### config.mk
export PLATFORM = sky130hd
export DESIGN_NAME = svm_stack
export DESIGN_NICKNAME = d
export VERILOG_FILES = /design/src/hdl/svm_pkg.sv /design/src/hdl/svm_cell.sv /design/src/hdl/svm_stack.sv
export SDC_FILE = /design/constraint.sdc
export NUM_CORES = 2
export LEC_CHECK = 0
export ABC_AREA = 1
export BUFFER_PORTS_ARGS = -buffer_cell sky130_fd_sc_hd__buf_4
export CAP_MARGIN = 10
export CELL_PAD_IN_SITES_DETAIL_PLACEMENT = 0
export CELL_PAD_IN_SITES_GLOBAL_PLACEMENT = 1
export CORE_UTILIZATION = 45
export CTS_CLUSTER_DIAMETER = 50
export DETAILED_ROUTE_END_ITERATION = 6
export GPL_TIMING_DRIVEN = 1
export PLACE_DENSITY_LB_ADDON = 0.1
export SYNTH_ARGS = -nofsm -noshare
export SYNTH_HDL_FRONTEND = slang
export SYNTH_HIERARCHICAL = 1
export SYNTH_SLANG_ARGS = --single-unit
### constraint.sdc
create_clock -name i_clk -period 1.7 [get_ports i_clk]
set_clock_uncertainty 0.1 [all_clocks]
set_input_delay 0.17 -clock i_clk [delete_from_list [all_inputs] [get_ports i_clk]]
set_output_delay 0.17 -clock i_clk [all_outputs]
set_load 0.1 [all_outputs]
### src/hdl/svm_pkg.sv
// Shared types and constants of the stack machine executor.
// Opcodes, fault codes, field widths and the stack cell control word.
// No dependencies.
package svm_pkg;

    localparam int BYTE_W     = 8;
    localparam int OP_W       = 4;
    localparam int FAULT_W    = 2;
    localparam int DEPTH_W    = 9;
    localparam int DATA_BYTES = 256;
    localparam int DATA_AW    = 8;

    typedef enum logic [OP_W-1:0] {
        OP_NOP    = 4'd0,
        OP_ADD    = 4'd1,
        OP_MULT   = 4'd2,
        OP_LIT    = 4'd3,
        OP_EMIT   = 4'd4,
        OP_POP    = 4'd5,
        OP_PUSH   = 4'd6,
        OP_STR    = 4'd7,
        OP_LOAD   = 4'd8,
        OP_STA    = 4'd9,
        OP_LDA    = 4'd10,
        OP_HALT   = 4'd11
    } t_op;

    typedef enum logic [FAULT_W-1:0] {
        FAULT_NONE  = 2'd0,
        FAULT_UNDER = 2'd1,
        FAULT_OVER  = 2'd2,
        FAULT_REG   = 2'd3
    } t_fault;

    // Where a stack cell takes its next value from.
    typedef enum logic [1:0] {
        SH_HOLD = 2'd0,
        SH_PREV = 2'd1,
        SH_NEXT = 2'd2
    } t_shift;

    typedef struct packed {
        t_shift             top_sel;
        t_shift             rest_sel;
        logic [BYTE_W-1:0]  top_val;
        logic               inc;
        logic               dec;
    } t_stk_ctl;

endpackage

### src/hdl/svm_cell.sv
// One stack cell: a byte that holds, or takes its upper or lower neighbor.
// Uses svm_pkg for the shift select type.
module svm_cell
    import svm_pkg::*;
(
    input  logic              i_clk,
    input  t_shift            i_sel,
    input  logic [BYTE_W-1:0] i_prev,
    input  logic [BYTE_W-1:0] i_next,
    output logic [BYTE_W-1:0] o_q
);

    logic [BYTE_W-1:0] r_q;
    logic [BYTE_W-1:0] n_q;

    always_comb begin
        case (i_sel)
            SH_PREV: n_q = i_prev;
            SH_NEXT: n_q = i_next;
            default: n_q = r_q;
        endcase
    end

    always_ff @(posedge i_clk) begin
        r_q <= n_q;
    end

    assign o_q = r_q;

endmodule

### src/hdl/svm_stack.sv
// Byte stack as a chain of svm_cell, top of stack in cell 0, plus fill count.
// Uses svm_pkg and svm_cell.
module svm_stack
    import svm_pkg::*;
#(
    parameter int STACK_DEPTH = 256,
    parameter int CW          = $clog2(STACK_DEPTH + 1)
) (
    input  logic              i_clk,
    input  logic              i_rst_n,
    input  t_stk_ctl          i_ctl,
    output logic [BYTE_W-1:0] o_top,
    output logic [BYTE_W-1:0] o_second,
    output logic [CW-1:0]     o_count
);

    logic [BYTE_W-1:0] w_q [STACK_DEPTH];
    logic [CW-1:0]     r_count;
    logic [CW-1:0]     n_count;

    genvar gi;
    generate
        for (gi = 0; gi < STACK_DEPTH; gi++) begin : g_cell
            logic [BYTE_W-1:0] w_prev;
            logic [BYTE_W-1:0] w_next;
            t_shift            w_sel;
            if (gi == 0) begin : g_top
                assign w_prev = i_ctl.top_val;
                assign w_sel  = i_ctl.top_sel;
            end else begin : g_body
                assign w_prev = w_q[gi-1];
                assign w_sel  = i_ctl.rest_sel;
            end
            if (gi == STACK_DEPTH - 1) begin : g_last
                assign w_next = '0;
            end else begin : g_mid
                assign w_next = w_q[gi+1];
            end
            svm_cell u_cell (
                .i_clk  (i_clk),
                .i_sel  (w_sel),
                .i_prev (w_prev),
                .i_next (w_next),
                .o_q    (w_q[gi])
            );
        end
    endgenerate

    always_comb begin
        n_count = r_count;
        if (i_ctl.inc) begin
            n_count = r_count + CW'(1);
        end else if (i_ctl.dec) begin
            n_count = r_count - CW'(1);
        end
    end

    always_ff @(posedge i_clk) begin
        if (!i_rst_n) begin
            r_count <= '0;
        end else begin
            r_count <= n_count;
        end
    end

    assign o_top    = w_q[0];
    assign o_second = w_q[1];
    assign o_count  = r_count;

endmodule

== Yosys cells after proc, flatten, opt, wreduce, memory -nomap -nowiden ==
Index checks and enable logic that the tools add are counted.
Word-level totals
  flip-flop bits (word level): 2057
  bits of input ports: 16
  word-level logic and storage cells: 524
Cells by class
  $add $sub $neg: 2
  eq/ne operators: 4
  muxes and demuxes: 258
  reductions and logical operators: 3
Operators with widths (count)
  $pmux 8 s2: 256
  $mux 9: 2
  $add 9x1->9 const B: 1
  $sub 9x1->9 const B: 1
  $reduce_bool 2->1: 3
  $eq 2x1->1 const B: 2
  $eq 2x2->1 const B: 2

== Logic depth before layout (Yosys ltp) ==
  depth in word-level cells: 3
  depth in mapped cells: 11
  mapped depth without buffers: 11

== By module ==
The synthesis kept the hierarchy.
Modules (own cells, without submodules)
  svm_cell: times used 256, cells each 37, area an instance 365.4 um^2, seq. area each 240.2 um^2
  svm_stack: times used 1, cells each 119, area an instance 734.5 um^2, seq. area each 180.2 um^2

== Worst setup path after synthesis ==
No wires, ideal clock.
  kind: reg2reg
  start point: register r_count[0] (netlist: o_count[0])
  end point: register r_count[8] (netlist: o_count[8])
  data arrival time: 2115 ps
  path slack: -634 ps
  stages on the path, launching flop included: 11
  clock period less this slack: 2334 ps
  path through: dfxtp_1 -> inv_1 -> fa_1 -> clkinv_1 -> nand2_1 -> nand2_2 -> nand3_1 -> nand2_1 -> nand2_1 -> a21oi_1 -> nor2_1
On the way
  longest elaborated chain between the ends: 3
  elaborated cells between the ends (all ways): 4
  classes of those cells: add/sub: 2; mux: 2
Ends and longest elaborated chain
  from (decl): RTL line svm_stack.sv:18  | logic [CW-1:0] r_count;
  from (signal assigned): RTL line svm_stack.sv:62  | r_count <= n_count;
  $sub 9x1->9: RTL line svm_stack.sv:54  | n_count = r_count - CW'(1);
  $mux 9: RTL line svm_stack.sv:53  | end else if (i_ctl.dec) begin
  $mux 9 (*): RTL line svm_stack.sv:51  | if (i_ctl.inc) begin
Every way passes the cells marked *; elsewhere a longest branch is shown, timed or not. The select of a mux whose other input is x is not followed.
A chain may end at the register's enable or synchronous reset.

== Final worst setup path ==
  start point: register g_cell[0].u_cell.r_q[5]
  end point: output port o_top[5]
RTL lines
  from (decl): RTL line svm_cell.sv:13  | logic [BYTE_W-1:0] r_q;
  from (signal assigned): RTL line svm_cell.sv:25  | r_q <= n_q;
  to (decl): RTL line svm_stack.sv:12  | output logic [BYTE_W-1:0] o_top,
No word-level cell between the ends.

==> impl_metrics.env <==
export IMPL_io_pins=41
export IMPL_setup_worst_path_end_class="output pin"
export IMPL_dieArea_mm2=0.211
export IMPL_fin_ws_ps=-123
export IMPL_cts_sinks=2057
export IMPL_max_stage_delay_ps=450
export IMPL_drv_cap=0
export IMPL_hpwl_mm=141
export IMPL_rsz0062_at_grt="yes"
export IMPL_clock_latency_ps=900
export IMPL_core_area_mm2=0.208
export IMPL_num_vias=63100
export IMPL_grt_overflow=0
export IMPL_final_util=0.538
export IMPL_fp_row_count=167
export IMPL_ys_types=22
export IMPL_yosys_cell_count_top_type="nand2_1"
export IMPL_worstPathRequired_ps=1430
export IMPL_fp_dieW_um=460
export IMPL_yosysTopAreaCellShare=0.652
export IMPL_hold_viol=0
export IMPL_finalSetupTns_ps=-1400
export IMPL_syn_avg_cell_area_um2=9.83
export IMPL_p_leak_nw=52.4
export IMPL_cellPowerDensity_mw_per_mm2=1250
export IMPL_ys_top_cells_by_area="edfxtp_1, nand2_1, ha_1"
export IMPL_ir_worst_vdd_mv=1.03
export IMPL_cts_tree="built"
export IMPL_multi_input_area_mm2=0.0269
export IMPL_fmax_mhz=549
export IMPL_drt_iter0_markers=3701
export IMPL_cts_inserted_buffers=283
export IMPL_postPlaceCellArea_mm2=0.102
export IMPL_hp_class="in -> reg"
export IMPL_timing_slew_headroom=0.640
export IMPL_wl_mm=192
export IMPL_worstPathArrival_ps=1550
export IMPL_cpMaxStageDelayCell="edfxtp_1"
export IMPL_cp_num_buf_inv=1
export IMPL_areaGrowthSynthToFinish_pct=18.6
export IMPL_worst_pin_slew_ps=539
export IMPL_die_h_um=460
export IMPL_setup_viol=16
export IMPL_synthArstFlopShare=0
export IMPL_ys_seq_area_frac=0.654
export IMPL_seq_area_mm2=0.0617
export IMPL_synth_edff_count=2048
export IMPL_nets=10600
export IMPL_critical_path_class="reg -> out"
export IMPL_root_buffer="clkbuf_16"
export IMPL_status="finished with violations"
export IMPL_finalCritPeriodShare=1.07
export IMPL_vias_per_cell=4.74
export IMPL_critPathLaunchType="flop"
export IMPL_antenna_found_initial=1
export IMPL_grt_pass1_wl_mm=321
export IMPL_htree_levels=5
export IMPL_netlist_top_cells_count="nand2_1, edfxtp_1, inv_1"
export IMPL_wl_per_cell_um=14.5
export IMPL_synth_largest_area_cell="edfxtp_1"
export IMPL_cp_max_fo=2
export IMPL_final_max_slew_violation_count=0
export IMPL_ant_nets=0
export IMPL_ys_seq_elements=2057
export IMPL_clockBufferDepth=4
export IMPL_yosysWarnings=6
export IMPL_io_buffers=40
export IMPL_layout_min_cycle_time_ps=1820
export IMPL_grt_max_degree=36
export IMPL_drc=0
export IMPL_final_layout_size_suffix_gt1_frac=0.127
export IMPL_violations="negative setup slack"
export IMPL_fillers=19000
export IMPL_firstDrtPassIters=6
export IMPL_gp_congestion=0.791
export IMPL_synthFlopType="edfxtp_1"
export IMPL_postLayoutCellArea_mm2=0.112
export IMPL_first_global_vias=65500
export IMPL_critPathTopFamily="flip-flops"
export IMPL_path_clk_slew_ps=50
export IMPL_worstPathCellList="buf_8"
export IMPL_synth_area_mm2=0.0943
export IMPL_syn_inst=9591
export IMPL_post_place_ws_ps=-176
export IMPL_start_util=0.454
export IMPL_track_usage=0.184
## worst min-delay path: cells and delay by family
kind | cells | cell delay (ps)
buf+inv | 2 | 640
compound gates | 1 | 60
simple gates | 3 | 230
## logic make-up after synthesis
family | count (synthesis) | share of synthesized area
compound gates | 13 | 0.000836
xor+xnor | 1 | 0.0000929
fa+ha+maj | 264 | 0.0351
buf+inv | 1049 | 0.0622
flops | 2057 | 0.654
other cells | 1 | 0.0000398
simple gates | 6206 | 0.247
## cell usage in the layout, fill, tap and decap left out, drive strengths merged
master       instances
nand2             6178
edfxtp            2048
inv                802
buf                672
clkbuf             349
ha                 263
clkinv              86
dlygate4sd3         34
clkinvlp            20
nor2                18
bufinv              14
dfxtp                9
conb                 8
o21ai                6
a21oi                6
nand3                6
nand3b               2
diode                1
or2                  1
nand4                1
xnor2                1
o211ai               1
fa                   1
## where the power goes
| part | internal (W) | switching (W) |
|---|---|---|
| clock network | 0.0337 | 0.0214 |
| logic | 0.00647 | 0.00915 |
| registers | 0.0650 | 0.00413 |
## state kept, by name (all words and copies together) (netlist names)
signal,flops
g_cell.u_cell/o_q,2048
o_count,9
## per-stage QoR
stage | power (W) | hold slack [ps] | std cells
6_report | 0.140 | 155 | 13300
2_1_floorplan | 0.0780 | 191 | 9598
3_5_place_dp | 0.0855 | 352 | 12800
4_1_cts | 0.142 | 61.7 | 13300
3_3_place_gp | 0.0850 | 349 | 12800
5_1_grt | 0.147 | 124 | 13300
## metal layers
layer | wire (um) | up-vias | track usage
li1 | - | 32000 | -
met1 | 92200 | 29900 | 0.257
met2 | 88700 | 898 | 0.298
met3 | 7210 | 335 | 0.0273
met4 | 4290 | 0 | 0.0501
met5 | 0 | - | 0
## path summary, 6_finish.rpt
| check | cells after the start | slack (ps) | end | start |
|---|---|---|---|---|
| min reg2reg | 2 | 430 | g_cell[80].u_cell/o_q[0]$_DFFE_PP_ | g_cell[79].u_cell/o_q[0]$_DFFE_PP_ |
| max | 1 | -120 | o_top[5] | g_cell[0].u_cell/o_q[5]$_DFFE_PP_ |
| max reg2reg | 10 | 20 | o_count[8]$_SDFFE_PN0P_ | o_count[6]$_SDFFE_PN0P_ |
| min | 6 | 160 | o_count[8]$_SDFFE_PN0P_ | i_ctl[0] |
## final cells by class
| type | count | area share |
|---|---|---|
| multi-input combinational | 6492 | 0.240 |
| antenna | 1 | 0.0000224 |
| clock inverter | 130 | 0.00948 |
| inverter | 792 | 0.0266 |
| clock buffer | 349 | 0.0679 |
| sequential | 2057 | 0.552 |
| tap | 2788 | 0.0312 |
| timing repair buffer | 706 | 0.0722 |
## timing repair
item                                    4_1_cts  5_1_grt
hold endpoints to repair                    166        0
buffers inserted                             25        9
pin swaps                                     0        8
endpoints found under the setup margin       25       29
resized for setup                            53       29
hold buffers                                 34        0
Power figures use the tool's default switching activity.
